==> src/rtl/core/cdc_pkg.sv <==
// package for the copy descriptor coalescer
// shared widths, depth and payload structs; no dependencies
`timescale 1ns / 1ps
package cdc_pkg;
   localparam int MaxBlocks  = 64;
   localparam int OffsetBits = 48;
   localparam int LenBits    = OffsetBits + 6;
   localparam int IdxBits    = $clog2(MaxBlocks);
   localparam int CntBits    = $clog2(MaxBlocks + 1);
   localparam int QueueDepth = 2;

   typedef struct packed {
      logic [OffsetBits-1:0] src_addr;
      logic [OffsetBits-1:0] dst_addr;
      logic [OffsetBits-1:0] length;
      logic                  last_block;
   } req_type;

   typedef struct packed {
      logic [OffsetBits-1:0] out_src;
      logic [OffsetBits-1:0] out_dst;
      logic [LenBits-1:0]    out_length;
      logic [LenBits-1:0]    min_run;
      logic [LenBits-1:0]    max_run;
      logic [LenBits-1:0]    total_bytes;
      logic [CntBits-1:0]    run_count;
      logic                  final_entry;
   } rsp_type;

   // classified descriptor handed from front to back
   typedef struct packed {
      logic                  store;
      logic                  last;
      logic [OffsetBits-1:0] src;
      logic [OffsetBits-1:0] dst;
      logic [OffsetBits-1:0] len;
   } cmd_type;
endpackage

==> src/rtl/core/cdc_front.sv <==
// front end: accepts descriptors, tracks fill count and marks drops
// depends on cdc_pkg
`timescale 1ns / 1ps
module cdc_front import cdc_pkg::*; (
   input  logic    clock,
   input  logic    reset,
   input  logic    req_valid,
   output logic    req_ready,
   input  req_type req_data,
   output logic    cmd_valid,
   input  logic    cmd_ready,
   output cmd_type cmd_data
);
   logic [CntBits-1:0] count_ff, count_in;

   assign req_ready = cmd_ready;
   assign cmd_valid = req_valid;
   always_comb begin
      cmd_data.store = (count_ff < CntBits'(MaxBlocks));
      cmd_data.last  = req_data.last_block;
      cmd_data.src   = req_data.src_addr;
      cmd_data.dst   = req_data.dst_addr;
      cmd_data.len   = req_data.length;
   end

   // count of descriptors held in the current batch
   always_comb begin
      count_in = count_ff;
      if (req_valid && cmd_ready) begin
         if (req_data.last_block) count_in = '0;
         else if (cmd_data.store) count_in = count_ff + 1'b1;
      end
   end

   always_ff @(posedge clock) begin
      if (reset) count_ff <= '0;
      else       count_ff <= count_in;
   end
endmodule

==> config.mk <==
export PLATFORM = sky130hd
export DESIGN_NAME = cdc_front
export DESIGN_NICKNAME = d
export VERILOG_FILES = /design/src/rtl/core/cdc_pkg.sv /design/src/rtl/core/cdc_front.sv
export SDC_FILE = /design/constraint.sdc
export NUM_CORES = 1
export LEC_CHECK = 0
export BUFFER_PORTS_ARGS = -buffer_cell sky130_fd_sc_hd__buf_2
export CORE_AREA = 3 3 115 117
export DETAILED_ROUTE_END_ITERATION = 12
export DIE_AREA = 0 0 118 120
export PLACE_DENSITY = 0.43
export SYNTH_ARGS = -nofsm -noshare
export SYNTH_HDL_FRONTEND = slang
export SYNTH_SLANG_ARGS = --single-unit
==> constraint.sdc <==
create_clock -name clock -period 1.2 [get_ports clock]
set_input_delay 0.24 -clock clock [delete_from_list [all_inputs] [get_ports clock]]
set_output_delay 0.24 -clock clock [all_outputs]
set_load 0.05 [all_outputs]
After elaboration in Yosys (flattened, before gate mapping). Cells that the tools add are included.

Magnitude comparators: 1. Reduce and logical (&&, ||, !) cells: 3. Multiplexer cells: 2. Add/subtract/negate cells: 1.

Operators with widths (count): $mux W7 (2); $add A7 B1 Y7 const B (1); $lt A7 B7 Y1 const B (1); $reduce_and A2 Y1 (1); $reduce_bool A2 Y1 (1); $logic_and A1 B1 Y1 (1).

Input port bits: 149. Word-level logic and storage cells: 8. Register bits after elaboration: 7.

Longest topological paths before layout. Gate-level depths: netlist (run 1).

Depth in word-level cells: 3. Depth in mapped cells: 4.

Worst setup path before layout (run 1). Ideal clock, no wire load.

Path type: register -> register. From: reg count_ff[0]. To: reg count_ff[2]. Data arrival time: 1197 ps. Library setup time: 70 ps. Buffers on the path: 0. Setup slack: -67 ps. Stages on the path, launching flop included: 5. Cell sequence: dfxtp_1 > ha_1 > clkinv_1 > or4_1 > a21boi_1.

Longest elaborated chain between the ends: 3.

RTL lines: start: declaration (line cdc_front.sv:14) `logic [CntBits-1:0] count_ff, count_in;`; start signal: assignment (line cdc_front.sv:37) `else count_ff <= count_in;`; $add A7 B1 Y7 or $lt A7 B7 Y1 (tied branches) (line cdc_front.sv:31, cdc_front.sv:19); $mux W7 or $reduce_bool A2 Y1 (tied branches); $mux W7 or $reduce_and A2 Y1 (tied branches).

Parallel ways exist; a longest one is shown, timed or not. The select of a mux whose other input is x is not followed. A chain may end at the register's enable or synchronous reset.

Worst setup path after layout (run 1).
From: reg count_ff[0]. To: reg count_ff[1].

The elaborated chain is that of the path after synthesis.

==> results.md, run 1 <==
- GRT Overall Usage: 4.05%
- Crit path cell chain: ha_4 > or4b_4 > a21oi_2
- VDD IR-drop max: 0.596 mV
- Post-route ant nets: 0
- Syn_nets: 338
- YS warnings: 0
- Share of the synthesized area in the top cell type: 75.9%
- Post-synthesis sequential area ratio: 9.64%
- Worst path max stage delay: 0.45 ns
- Critical Path Start: count_ff[0]
- Synth area leader: buf_4
- Area of the multi-input gates: 235 um2
- Status: finished with violations
- Post-Route WL: 3250 um
- Die area: 14200 um2
- Port Buffers: 8
- Initial antenna violation count: 0
- Register area: 144 um2
- Cell variety after synth: 21
- Initial core utilization: 11.7%
- Antenna Cells: 0
- Die Ht: 120 um
- Die width: 118 um
- Measured slew at the worst slew-check pin: 0.301 ns
- Worst r2r src: count_ff[0]
- Mapped Area: 1450 um2
- First-pass GRT wire length: 4190 um
- Layout cell share with drive strength beyond 1: 50.0%
- CTS tree: built
- Critical path capture point type: register
- Final hold violations: 0
- Clk slew on worst S/H paths: 0.03 ns
- Total core area: 12500 um2
- Clk_lat worst skew: 0.23 ns
- CP arrival: 1.37 ns
- Layout Nets: 211
- Fmax: 820 MHz
- Setup WS post-layout: -0.0196 ns
- WS Path Type: reg2reg
- Largest register FFs: 7
- Number of synthesized register bits: 7
- Largest Register: count_ff
- # rows: 41
- Required time worst endpoint: 1.36 ns
- Total gr overflow: 0
- DP HPWL: 2800 um
- Worst R2R Path Depth: 3
- Clk_skew: 0.00238 ns
- Hold Buf Count CTS: 0
- PwrDens: 1110 nW/um2
- Reg-to-reg slack, setup: -0.02 ns
- Startpoint Class: register
- Area Overhead vs Synth: -46.2%
- HP Class: in2reg
- Post-Syn Instances: 188
- CP Depth: 3
- Slew Viols, Final: 0
- Top area cells in the synthesized netlist: buf_4 76%, dfxtp_1 9.6%, mux2i_1 2.1%
- I/O pins: 297
- Endpoints failing setup: 1
- Min cycle time layout: 1.22 ns
- Max cap viols: 0
- Vias in the first global route: 567
- Root Driver: clkbuf_16
- CTS Buf Count: 3
- CP Max Fanout: 2
- Power Total: 868 uW
- Wire per inst: 14.0 um
- Cell family with most CP delay: simple AND/OR/NAND/NOR gates
- H-Tree Level Count: 1
- Clock Path Buffers: 2
- Largest regs: count_ff (7)
- Post-Route Utilization: 6.27%
- DR pass1 iterations: 4
- Failing checks: setup timing
- Slowest cell on the critical path: or4b_4
- 1st-iter DRT viols: 3
- Reg2reg end: count_ff[1]
- Pleak: 0.215 nW
- CTS sink count: 7
- Via density: 2.39
- Routed via count: 555
- CP Capture Point: count_ff[1]
- DRC viols: 0
- Max_slew headroom: 79.8%
- Filler Cells Inserted: 1456
- Routability cong.: 0.623
- Unrepaired setup endpoints after global routing: true
- WP buf/inv: 0
- Syn Area/Cell: 7.73 um2
- Largest net degree at the start of global routing: 11
- Fin crit share: 102%
-- placed cells by master, fill, tap and decap left out, types with 3 or more instances in the layout --
cell type  Yosys  final
buf_2          0      7
clkbuf_16      0      3
buf_4        147      8
dfxtp_1        7      4
mux2i_1        3      3
nand2_1        6      6
dfxtp_2        0      3
nand2b_1       3      3
-- cell families after synthesis --
group / count (synthesis) / share of synthesized area, %
AO/OA/AOI/OAI: 8 / 3.36
adder cells (fa/ha/maj): 1 / 0.860
buffers and inverters: 150 / 76.7
flip-flops: 7 / 9.64
multiplexers: 3 / 2.07
AND/OR/NAND/NOR: 19 / 7.40
-- metrics by stage --
step	cells	hold slack, ns	setup TNS (ns)	cell area, um2	setup WS (ns)
after detailed placement	226	0.439	-0.0152	659	-0.0152
after floorplan	188	0.302	0	1470	0.0150
final	232	0.218	-0.0196	782	-0.0196
after CTS	231	0.203	-0.0288	748	-0.0288
after global placement	226	0.438	-0.00128	659	-0.00128
after global routing	232	0.225	-0.162	782	-0.0559
-- worst min-delay path by stage --
| stage | startpoint | endpoint | slack [ns] | cells after the start |
|---|---|---|---|---|
| final | reset | count_ff[0] | 0.22 | 2 |
| after CTS | reset | count_ff[1] | 0.20 | 2 |
| after detailed placement | reset | count_ff[1] | 0.44 | 2 |
| after global placement | reset | count_ff[1] | 0.44 | 2 |
| after global routing | reset | count_ff[0] | 0.23 | 2 |
| after floorplan | reset | count_ff[0] | 0.30 | 1 |
-- synth_stat cells (all sizes together) --
| cell | instances |
|---|---|
| a21oi | 2 |
| nand2 | 7 |
| mux2i | 3 |
| dfxtp | 7 |
| clkinv | 1 |
| o21a | 1 |
| a31oi | 1 |
| a21boi | 1 |
| ha | 1 |
| o21ai | 2 |
| nand2b | 3 |
| nor2b | 1 |
| nand3 | 1 |
| nor3 | 1 |
| or4b | 1 |
| buf | 147 |
| inv | 2 |
| nor4 | 3 |
| or4 | 2 |
| o31ai | 1 |
-- repair_timing --
| item | 4_1_cts | 5_1_grt |
|---|---|---|
| setup buffers | 1 | 1 |
| gates resized for setup | 1 | 8 |
| pin swaps | 0 | 4 |
| hold endpoints to repair | 0 | 0 |
| endpoints found under the setup margin | 2 | 6 |
-- per-layer routing --
metal	global-route usage, %	wire length (um)
met5	0	0
met4	5.27	357
met3	4.57	812
met2	6.47	1550
met1	1.66	523
-- power by group --
group | total, mW | internal, mW | switching [mW]
registers | 0.238 | 0.236 | 0.00199
logic | 0.0709 | 0.0247 | 0.0462
clock network | 0.559 | 0.441 | 0.118
-- area by class of cell --
| class | instances | share of cell area (%) |
|---|---|---|
| timing repair buffer | 15 | 12.2 |
| multi-input combinational | 31 | 30.1 |
| inverter | 3 | 1.76 |
| sequential | 7 | 18.4 |
| tap | 172 | 27.5 |
| clock buffer | 4 | 10.1 |
Note: power is estimated with default switching activity, not from simulation.
==> run 2: changes to the inputs <==
--- a/config.mk
+++ b/config.mk
@@ -5,6 +5,7 @@
 export SDC_FILE = /design/constraint.sdc
 export NUM_CORES = 1
 export LEC_CHECK = 0
+export ABC_AREA = 1
 export BUFFER_PORTS_ARGS = -buffer_cell sky130_fd_sc_hd__buf_2
 export CORE_AREA = 3 3 115 117
 export DETAILED_ROUTE_END_ITERATION = 12
==> run 2 against run 1 <==
The run now ends clean. Via count did not move. Synthesized cell count rose by 8.0%. Largest power group unchanged. First-iteration DRC count fell by 33%. Design area fell by 8.2%. Final cell count increased by 3.4%. Register-to-register slack better by 0.16 ns.
==> results.md, run 2 <==
- Commonest non-fill, non-tap cell in the layout: nand2_1
- Largest regs: count_ff (7)
- Vias in the first global route: 586
- HP Class: in2reg
- DRC viols: 0
- DR pass1 iterations: 4
- Hold Crit Depth: 2
- GRT Overall Usage: 3.55%
- Startpoint Class: register
- Main flop type after synthesis: dfxtp_1
- Clk_lat worst skew: 0.23 ns
- Endpoints failing setup: 0
- Required time worst endpoint: 0.96 ns
- Die Ht: 120 um
- Worst R2R Path Depth: 6
- Syn_nets: 353
- CTS sink count: 7
- Setup total negative slack: 0 ns
- Die width: 118 um
- Measured slew at the worst slew-check pin: 0.287 ns
- # rows: 41
- Cell family with most CP delay: flip-flops
- Min cycle time layout: 1.16 ns
- Largest Register: count_ff
- Antenna Cells: 0
- Clock Path Buffers: 2
- Cell with the most instances after synthesis: buf_4
- Max_slew headroom: 81.0%
- Reg-to-reg slack, setup: 0.14 ns
- Total core area: 12500 um2
- Post-route ant nets: 0
- Synth Area in Simple Gates: 8.38%
- Initial antenna violation count: 0
- Routed via count: 555
- Worst path max stage delay: 0.39 ns
- Cell variety after synth: 15
- Number of synthesized register bits: 7
- Post-Syn Instances: 203
- CTS tree: built
- XOR/XNOR Fraction of Synth Area: 0%
- VDD IR-drop max: 0.314 mV
- Synth Area in Compound Gates: 3.81%
- Largest register FFs: 7
- Top area cells in the synthesized netlist: buf_4 75%, dfxtp_1 9.5%, nand2_1 2.8%
- 1st-iter DRT viols: 2
- First-pass GRT wire length: 3390 um
- WS Path Type: reg2out
- Via density: 2.31
- Wire per inst: 10.0 um
- Post-Synth Adder-Cell Area: 0.847%
- WP buf/inv: 2
- Async SR Flop Fraction: 0%
- Die area: 14200 um2
- Slew Viols, Final: 0
- Critical path capture point type: output port
- Max cap viols: 0
- Hold Buf Count CTS: 0
- Port Buffers: 8
- Clk slew on worst S/H paths: 0.04 ns
- Setup bufs post-CTS: 0
- PwrDens: 1230 nW/um2
- Leading cell types in the layout, fill and taps excluded: 11 x nand2_1, 10 x inv_1, 7 x buf_2
- Root Driver: clkbuf_16
- Mapped Area: 1480 um2
- Clk_skew: 0.00317 ns
- Total gr overflow: 0
- Area Overhead vs Synth: -51.4%
- Synth area leader: buf_4
- CTS Buf Count: 3
- Pleak: 0.219 nW
- DP HPWL: 1920 um
- Commonest cells post-synth: 147 x buf_4, 11 x nand2_1, 10 x inv_1
- I/O pins: 297
- Multiplexer share of the synthesized area: 0%
- Final hold violations: 0
- Largest net degree at the start of global routing: 8
- Layout Nets: 219
- CP Max Fanout: 3
- Syn Area/Cell: 7.28 um2
- CP Depth: 2
- Fmax: 861 MHz
- Layout cell share with drive strength beyond 1: 30.9%
- Post-Route WL: 2400 um
- YS warnings: 0
- Status: finished, final reports clean
- Crit path cell chain: inv_1 > clkbuf_4
- Post-synthesis sequential area ratio: 9.48%
- Setup WS post-layout: 0.0387 ns
- CP arrival: 0.92 ns
- EDFF count, synth: 0
- Unrepaired setup endpoints after global routing: false
- Filler Cells Inserted: 1460
- Place WS: 0.0814 ns
- H-Tree Level Count: 1
- Main combinational cell family by area after synthesis: buffers and inverters
- Initial core utilization: 11.9%
- Share of the synthesized area in the top cell type: 74.7%
- Fin crit share: 96.8%
- Routability cong.: 0.709
- Slowest cell on the critical path: dfxtp_1
- WHS: 0.175 ns
## run 2: per-stage QoR
step	cells	cell area [um2]	util, %	total power, mW
5_1_grt	240	718	5.76	0.916
3_5_place_dp	236	629	5.05	0.310
4_1_cts	240	708	5.68	0.895
3_3_place_gp	236	629	5.05	0.309
6_report	240	718	5.76	0.884
2_1_floorplan	203	1480	-	1.59
## run 2: final timing paths
| path | endpoint | startpoint |
|---|---|---|
| max reg2reg | count_ff[4] | count_ff[0] |
| max | cmd_data[145] | count_ff[6] |
| min reg2reg | count_ff[1] | count_ff[1] |
| min | count_ff[1] | reset |
## run 2: repair_timing
item,in CTS,in global routing
resized for setup,0,5
hold endpoints to repair,0,0
setup endpoints to repair,0,3
## run 2: cell type report
class	instances	area, um2	share of cell area (%)
Timing Repair Buffer	8	42.5	5.92
Sequential cell	7	143	19.9
Tap cell	172	215	30.0
Multi-Input combinational cell	38	198	27.5
Clock buffer	4	78.8	11.0
Inverter	11	41.3	5.75
## run 2: cell families after synthesis
kind of cell	after synthesis
DFF	7
buffers and inverters	158
adders and majority gates	1
AOI/OAI and AO/OA	9
and+or+nand+nor	28
## run 2: routing by layer
layer / GRT usage (%) / share of wire (%)
met1: 1.52 / 19
met2: 4.24 / 41
met3: 3.06 / 19
met4: 8.79 / 21
met5: 0 / 0
## run 2: where the power goes
group	total (mW)	switching, mW	internal (mW)
Sequential	0.240	0.00277	0.237
Clock	0.577	0.134	0.443
Combinational	0.0666	0.0481	0.0185
## run 2: worst register-to-register path, delay by kind of cell (launching register included)
family                     cells  cell delay, ns
adders and majority gates      1            0.19
buffers and inverters          1            0.05
DFF                            1            0.34
AOI/OAI and AO/OA              1            0.13
and+or+nand+nor                3            0.26
