--- config.mk ---
export PLATFORM = sky130hd
export DESIGN_NAME = cdc_queue
export DESIGN_NICKNAME = d
export VERILOG_FILES = /design/src/rtl/core/cdc_pkg.sv /design/src/rtl/core/cdc_queue.sv
export SDC_FILE = /design/constraint.sdc
export NUM_CORES = 1
export LEC_CHECK = 0
export ABC_AREA = 1
export BUFFER_PORTS_ARGS = -buffer_cell sky130_fd_sc_hd__clkbuf_2
export CORE_MARGIN = 2
export CORE_UTILIZATION = 35
export DETAILED_ROUTE_END_ITERATION = 7
export GPL_TIMING_DRIVEN = 0
export MAX_ROUTING_LAYER = met4
export PLACE_DENSITY = 0.65
export SLEW_MARGIN = 20
export SYNTH_ARGS = -nofsm -noshare
export SYNTH_HDL_FRONTEND = slang
export SYNTH_SLANG_ARGS = --single-unit
export TNS_END_PERCENT = 10
--- constraint.sdc ---
create_clock -name clock -period 10.75 [get_ports clock]
set_input_delay 1.6125 -clock clock [delete_from_list [all_inputs] [get_ports clock]]
set_output_delay 1.6125 -clock clock [all_outputs]
set_load 0.01 [all_outputs]
--- src/rtl/core/cdc_pkg.sv ---
// package for the copy descriptor coalescer
// shared widths, depth and payload structs; no dependencies
`timescale 1ns / 1ps
package cdc_pkg;
   localparam int MaxBlocks  = 64;
   localparam int OffsetBits = 48;
   localparam int LenBits    = OffsetBits + 6;
   localparam int IdxBits    = $clog2(MaxBlocks);
   localparam int CntBits    = $clog2(MaxBlocks + 1);
   localparam int QueueDepth = 2;

   typedef struct packed {
      logic [OffsetBits-1:0] src_addr;
      logic [OffsetBits-1:0] dst_addr;
      logic [OffsetBits-1:0] length;
      logic                  last_block;
   } req_type;

   typedef struct packed {
      logic [OffsetBits-1:0] out_src;
      logic [OffsetBits-1:0] out_dst;
      logic [LenBits-1:0]    out_length;
      logic [LenBits-1:0]    min_run;
      logic [LenBits-1:0]    max_run;
      logic [LenBits-1:0]    total_bytes;
      logic [CntBits-1:0]    run_count;
      logic                  final_entry;
   } rsp_type;

   // classified descriptor handed from front to back
   typedef struct packed {
      logic                  store;
      logic                  last;
      logic [OffsetBits-1:0] src;
      logic [OffsetBits-1:0] dst;
      logic [OffsetBits-1:0] len;
   } cmd_type;
endpackage

--- src/rtl/core/cdc_queue.sv ---
// short fifo between front and back
// depends on cdc_pkg
`timescale 1ns / 1ps
module cdc_queue import cdc_pkg::*; (
   input  logic    clock,
   input  logic    reset,
   input  logic    in_valid,
   output logic    in_ready,
   input  cmd_type in_data,
   output logic    out_valid,
   input  logic    out_ready,
   output cmd_type out_data
);
   localparam int PtrBits = $clog2(QueueDepth);
   cmd_type             mem_ff [QueueDepth];
   logic [PtrBits-1:0]  wr_ff, rd_ff;
   logic [PtrBits:0]    cnt_ff;
   logic                push, pop;

   assign in_ready  = (cnt_ff != (PtrBits+1)'(QueueDepth));
   assign out_valid = (cnt_ff != '0);
   assign out_data  = mem_ff[rd_ff];
   assign push = in_valid && in_ready;
   assign pop  = out_valid && out_ready;

   always_ff @(posedge clock) begin
      if (push) mem_ff[wr_ff] <= in_data;
      if (reset) begin
         wr_ff <= '0; rd_ff <= '0; cnt_ff <= '0;
      end else begin
         if (push) wr_ff <= wr_ff + 1'b1;
         if (pop)  rd_ff <= rd_ff + 1'b1;
         cnt_ff <= cnt_ff + (PtrBits+1)'(push) - (PtrBits+1)'(pop);
      end
   end
endmodule

## Word level (Yosys, flattened, before mapping)

Memories as Yosys holds them, arrays and structs flattened. A register that Yosys moved wholly into a read port is not among the register bits.
Index checks and enable logic that the tools add are counted.

- Flip-flop bits (word level): 4
- Bits in writable memories: 292
- Input port bits: 150
- Output and inout port bits: 148
- Logic and storage cells: 16
- Memories: 1

Memories:

| name | words | bits a word | read ports | clocked after Yosys merged registers in | write ports | line | text |
|---|---|---|---|---|---|---|---|
| mem_ff | 2 | 146 | 1 | 1 | 1 | cdc_queue.sv:15 | `cmd_type mem_ff [QueueDepth];` |

- Add/sub/neg operators: 4
- Equal/unequal tests: 1
- Muxes and demuxes: 4
- Reductions and logical operators: 3

Operators with widths:

| kind | number |
|---|---|
| $mux 1 | 4 |
| $add 1x1->1 const B | 2 |
| $add 2x1->2 | 1 |
| $logic_and 1x1->1 | 2 |
| $ne 2x2->1 const B | 1 |
| $reduce_bool 2->1 | 1 |
| $sub 2x1->2 | 1 |

## Longest topological paths before layout

Gate-level depths: netlist of the first run.

- Word-level depth: 4
- Mapped depth: 11
- Mapped depth without buffers: 11

## Worst setup path before layout of the first run

OpenSTA, ideal clock, no wires.

- Path type: in2reg
- Start point: input port in_valid
- End point: memory mem_ff[1][0] in the netlist's numbering (enable)
- Library setup time: 655 ps
- Data arrival time: 7833 ps
- Data required time: 10095 ps
- Path slack: 2261 ps
- Stages on the path: 2
- Buffers on the path: 0
- Path through: nand2_1 > nor2_1

- Word-level cells in the longest chain between the ends: 3

RTL lines:

| item | line | text |
|---|---|---|
| start, declared | cdc_queue.sv:7 | `input logic in_valid,` |
| $logic_and 1x1->1 | cdc_queue.sv:23 | `assign push = in_valid && in_ready;` |
| $mux 1 | cdc_queue.sv:27 | `if (push) mem_ff[wr_ff] <= in_data;` |
| $mux 1 (implied by the code) | cdc_queue.sv:27 |  |
| end, declared | cdc_queue.sv:15 |  |

Every way passes these cells.

==> results of run 1 <==
[Yosys cell counts (all sizes together)]
| cell type | n |
|---|---|
| ha | 1 |
| clkbuf | 10 |
| dfxtp | 5 |
| xnor2 | 1 |
| nor3 | 1 |
| edfxtp | 292 |
| inv | 8 |
| nand2 | 8 |
| buf | 6 |
| mux2 | 146 |
| nor2 | 9 |
| a21oi | 2 |
| nand3 | 1 |
[cell families after synthesis]
family | after synthesis | share of synthesized area
AOI/OAI and AO/OA | 2 | 0.000922
xor gates and xnor gates | 1 | 0.000807
muxes | 146 | 0.151
buffers and inverters | 24 | 0.0217
DFF | 297 | 0.817
adders and majority gates | 1 | 0.00115
and+or+nand+nor | 19 | 0.00680
[placed cells by master (no fill, tap or decap), types with 2 or more instances in the layout]
cell type	instances
a21oi_1	2
buf_12	6
buf_16	9
buf_6	6
bufinv_16	3
clkbuf_1	7
clkbuf_16	31
clkbuf_2	297
clkbuf_8	10
clkinv_1	9
clkinv_2	2
clkinvlp_4	2
dfxtp_1	5
edfxtp_1	292
inv_1	8
mux2_2	146
nand2_1	8
nor2_1	7
nor2_4	2
[power groups by stage]
stage          clock network (mW)  registers [mW]  logic, mW
2_1_floorplan                   0            1.56      0.476
3_3_place_gp                    0            1.59      0.778
3_5_place_dp                    0            1.53      0.850
4_1_cts                      1.04            1.50      0.853
5_1_grt                      1.08            1.51      0.898
6_report                     1.01            1.50      0.831
[routing by layer]
layer / vias to the layer above / part of all wire / global-route usage
met5: - / 0 / -
met4: 0 / 0.033 / 0.0442
met1: 2834 / 0.39 / 0.157
met3: 50 / 0.077 / 0.0420
met2: 211 / 0.49 / 0.227
li1: 2631 / - / -
[state kept, by name, summed over array words and instances (netlist names), named ones only]
signal,flops
mem_ff,292
cnt_ff,2
wr_ff,1
rd_ff,1
[area by class of cell]
class	count	area (sq um)	share of cell area
Timing Repair Buffer	312	1850	0.131
Inverter	8	30.0	0.00212
Multi-Input combinational cell	169	1760	0.124
Sequential cell	297	8870	0.626
Clock buffer	38	802	0.0566
Tap cell	396	495	0.0350
Antenna cell	1	2.50	0.000177
Clock inverter	16	149	0.0105
Buffer	16	205	0.0145
[stage by stage]
stage	utilization	power, mW
floorplan	-	2.03
finish	0.463	3.34
CTS	0.463	3.39
detailed placement	0.432	2.38
global placement	0.420	2.37
global route	0.463	3.49
[path summary, 6_finish.rpt]
path	from	to	slack (ns)	cells after the start
worst max-delay path	register	out_data[87]	7.30	4
worst min-delay path	rd_ff	register	0.52	2
worst max register to register	cnt_ff[0]	mem_ff[0][23]	8.60	7
worst min register to register	rd_ff	register	0.52	2
[tightest hold or removal path, cell delays in order (launching register included)]
cell,delay (ns)
dfxtp_1,0.34
nor2_1,0.06
nor2_1,0.09
==> impl_results.md, run 1 <==
- First-pass GRT wire length: 33,700 um
- Syn Area/Cell: ~22 sq um
- Syn Std Cell Area: 0.0109 sq mm
- P_sw: 0.882 mW
- Max-Slew Margin vs Limit: 0.611
- # rows: 64
- Sequential power share: 0.449
- Hold slack: 0.522 ns
- Yosys top cell area share: 0.808
- Status: finished clean
- Pre-antenna DRT Iters: 4
- CP Max Fanout: 10
- Final setup viols: 0
- Initial Utilization: 0.355
- CTS buffer count: 31
- Synth area leaders: edfxtp_1, mux2_2, clkbuf_8
- Fin cells: approximately 1,300
- Pwr dens: 236 mW/mm^2
- WP buf/inv: 3
- Placed cell areas: 0.0132 sq mm
- F_max: 0.290 GHz
- Slew Limit Fails: 0
- Clock group share of total power: 0.302
- Flops & latches, synth: between 200 and 300
- Chip width: roughly 180 um
- Critical path, cell by cell: buf_6 -> clkbuf_8 -> mux2_2 -> clkbuf_2
- Sequential-to-total area share from yosys stat: 0.817
- Initial DRC count: 315
- Area Overhead vs Synth: 30.6%
- Clock transition at the registers of the reported paths: 0.06 ns
- Startpoint types: register
- Vias in the first global route: 6,060
- TNS Setup: 0 ns
- CTS Buffer Depth: 3
- Place WS: 7.37 ns
- H-Tree Depth: 1
- Post-synth top area cell: edfxtp_1
- Max Cap Violations: 0
- Worst vdd ir: between 0.15 and 0.2 mV
- Crit path time final: around 3.4 ns
- Yosys warns: 0
- Largest net degree at the start of global routing: 26
- CP Data Required Time: 9.14 ns
- Initial antenna violation count: 1
- Critical path's top delay family: buffers and inverters
- Routed len/inst: ~17 um
- Hold buffers post-CTS: 0
- Post-route cell area: 0.0142 sq mm
- Post-CTS setup repair buffer count: 0
- Worst-margin pin slew: 0.582 ns
- Comb power frac: 0.249
- Post-Place Cells: between 1,000 and 1,500
- Slack of the critical path: 7.30 ns
- Boundary pin count: 298
- Post-synth net total: ~640
- Global route overflow: 0
- Area of the core: 0.0306 sq mm
- CP endpoint kind: output port
- CP Class: reg2out
- Switching Fraction: 0.264
- Die area: 0.0324 sq mm
- Static Leak: 5.34 nW
- Clock root buffer: clkbuf_16
- Remaining antenna violation count: 0
- Clk_lat worst skew: 0.55 ns
- Crit-path max cell delay: 0.36 ns
- Via count: 5,726
- CTS tree: built
- Netlist cell types: 13
- Share of cells above drive strength 1: 0.600
- Port bufs: 297
- GP Congestion: 0.749
- Post-Route WL: between 20,000 and 25,000 um
- CTS resizes: 0
- Data arrival time of the critical path: ~1.8 ns
- Fin. Hold Viols: 0
- RSZ-0062 raised after global routing: no
- GR Util All Layers: 0.136
- Cell Int Power: roughly 2.5 mW
- Worst clock skew: 0.0117 ns
- Fin crit share: 0.321
- Nets@finish: 986
- Hold crit path type: reg2reg
- Clock Sinks: 297
- Fill cells: 2,725
- DRC Markers: 0
- Die height: 180 um
- Mapped Cells: 490
- Detailed placer's ending HPWL: 15,600 um
- Via density: ~4.6
- Slowest stage cell, crit path: dfxtp_1
Power figures use the tool's default switching activity.
==> run 2, diff against run 1 <==
==> constraint.sdc (replaced) <==
create_clock -name clock -period 3.4 [get_ports clock]
set_input_delay 0.51 -clock clock [delete_from_list [all_inputs] [get_ports clock]]
set_output_delay 0.51 -clock clock [all_outputs]
set_load 0.01 [all_outputs]
==> impl_results.md, run 2 (synthesis results as in run 1) <==
- Slew Limit Fails: 0 (unchanged)
- Hold slack: 0.151 ns (was 0.522 ns)
- Nets@finish: 983 (was 986)
- CTS Buffer Depth: 3 (unchanged)
- Slack of the critical path: 0.874 ns (was 7.30 ns)
- Fill cells: 2,732 (was 2,725)
- Largest net degree at the start of global routing: 25 (was 26)
- Post-Route WL: 21,800 um (was 21,900 um)
- Max-Slew Margin vs Limit: 0.502 (was 0.611)
- Startpoint types: register (unchanged)
- Critical path's top delay family: simple AND/OR/NAND/NOR gates (was buffers and inverters)
- CP Class: reg2reg (was reg2out)
- Area Overhead vs Synth: 30.7% (was 30.6%)
- Share of cells above drive strength 1: 0.605 (was 0.600)
- Clock root buffer: clkbuf_16 (unchanged)
- Global route overflow: 0 (unchanged)
- Initial antenna violation count: 2 (was 1)
- Routed len/inst: 17.4 um (was 17.5 um)
- Port bufs: 297 (unchanged)
- Crit-path max cell delay: 0.63 ns (was 0.36 ns)
- Fin crit share: 0.743
- Die height: 180 um (unchanged)
- Worst vdd ir: 0.444 mV (was 0.179 mV)
- Worst-margin pin slew: 0.746 ns (was 0.582 ns)
- CTS buffer count: 31 (unchanged)
- Fin. Hold Viols: 0 (unchanged)
- Static Leak: 5.36 nW (was 5.34 nW)
- Data arrival time of the critical path: 2.77 ns (was 1.84 ns)
- Via count: 5,694 (was 5,726)
- CP Data Required Time: 3.65 ns (was 9.14 ns)
- RSZ-0062 raised after global routing: no (unchanged)
- Total Power: 10.8 mW (was 3.34 mW)
- CTS resizes: 0 (unchanged)
- # rows: 64 (unchanged)
- DRC Markers: 0 (unchanged)
- Final setup viols: 0 (unchanged)
- Via density: 4.54 (was 4.57)
- First-pass GRT wire length: 33,100 um (was 33,700 um)
- Initial Utilization: 0.355 (unchanged)
- GP Congestion: 0.745 (was 0.749)
- Critical path, cell by cell: inv_1 -> nand2_1 -> nand2_1 -> nor2_4 -> buf_16 -> buf_12 -> buf_12 -> buf_12 (was buf_6 -> clkbuf_8 -> mux2_2 -> clkbuf_2)
- Boundary pin count: 298 (unchanged)
- Clk_lat worst skew: 0.54 ns (was 0.55 ns)
- Worst clock skew: 0.00865 ns (was 0.0117 ns)
- Clock transition at the registers of the reported paths: 0.06 ns (about the same)
- CP Max Fanout: 23 (was 10)
- Pwr dens: 761 mW/mm^2 (was 236 mW/mm^2)
- Detailed placer's ending HPWL: 15,300 um (was 15,600 um)
- Largest registers: mem_ff (292), cnt_ff (2) (unchanged)
- Initial DRC count: 281 (was 315)
- Clock Sinks: 297 (unchanged)
- Vias in the first global route: 5,991 (was 6,060)
- Max Cap Violations: 0 (unchanged)
- F_max: around 0.4 GHz
- Hold crit path type: in2reg (was reg2reg)
- GR Util All Layers: 0.134 (was 0.136)
- Pre-antenna DRT Iters: 4 (unchanged)
- Place WS: 0.723 ns (was 7.37 ns)
- Largest Register: mem_ff (unchanged)
- WP buf/inv: 5 (was 3)
- Remaining antenna violation count: 0 (unchanged)
- Max reg flops: 292 (unchanged)
- Most common cell after layout, fill and taps aside: clkbuf_2 (unchanged)
- Status: finished clean (unchanged)
- Commonest non-fill, non-tap cells in the layout: clkbuf_2, edfxtp_1, mux2_2, clkbuf_16, clkbuf_8 (unchanged)
- Crit-path most repeated cell: buf_12
- Area of the core: 0.0306 sq mm (unchanged)
- CP endpoint kind: register (was output port)
- H-Tree Depth: 1 (unchanged)
- Post-CTS setup repair buffer count: 0 (unchanged)
- Chip width: 180 um (unchanged)
- Die area: 0.0324 sq mm (unchanged)
- Crit path time final: 2.53 ns
- Slowest stage cell, crit path: nor2_4 (was dfxtp_1)
- Hold buffers post-CTS: 0 (unchanged)
- CTS tree: built (unchanged)
-- run 2: where the power goes --
part	internal [mW]	switching (mW)	total (mW)
Combinational	1.22	1.36	2.57
Clock	2.12	1.35	3.48
Sequential	4.63	0.107	4.74
Total	7.97	2.82	10.8
-- run 2: worst register-to-register path, stage by stage, from the launching register on --
cell,delay [ns]
dfxtp_1,0.36
inv_1,0.05
nand2_1,0.09
nand2_1,0.20
nor2_4,0.63
buf_16,0.26
buf_12,0.19
buf_12,0.22
buf_12,0.21
-- run 2: layout make-up --
| class | count | area [sq um] | area share |
|---|---|---|---|
| clock inverters | 21 | 260 | 0.0184 |
| diodes | 2 | 5.00 | 0.000353 |
| multi-input cells | 169 | 1760 | 0.124 |
| plain buffers | 16 | 205 | 0.0145 |
| inverters | 8 | 30.0 | 0.00212 |
| clock buffers | 36 | 795 | 0.0560 |
| repair buffers | 309 | 1760 | 0.124 |
| flip-flops and latches | 297 | 8870 | 0.625 |
| well taps | 396 | 495 | 0.0349 |
-- run 2: final timing paths --
check | start | cells after the start | slack, ns | to
max | cnt_ff[0] | 8 | 0.87 | mem_ff[1][17]
max reg2reg | cnt_ff[0] | 8 | 0.87 | mem_ff[1][17]
min | in_data[121] | 1 | 0.15 | mem_ff[0][121]
min reg2reg | rd_ff | 2 | 0.50 | register
-- run 2: layer usage --
metal  share of wire  up-vias  global-route usage  wire length [um]
met1            0.39     2812               0.154              8580
li1                -     2630                   -                 -
met4           0.035        0              0.0503               764
met5               0        -                   -                 0
met2            0.50      206               0.223             10800
met3           0.077       46              0.0388              1680
-- run 2: metrics by stage --
step | instances | instance area, sq um | utilization | TNS, ns
6_report | 1254 | 14200 | 0.464 | 0
5_1_grt | 1254 | 14200 | 0.464 | 0
4_1_cts | 1252 | 14200 | 0.463 | 0
3_5_place_dp | 1195 | 13100 | 0.429 | 0
3_3_place_gp | 1183 | 12800 | 0.420 | -1194.13
2_1_floorplan | 490 | 10900 | - | -447.73
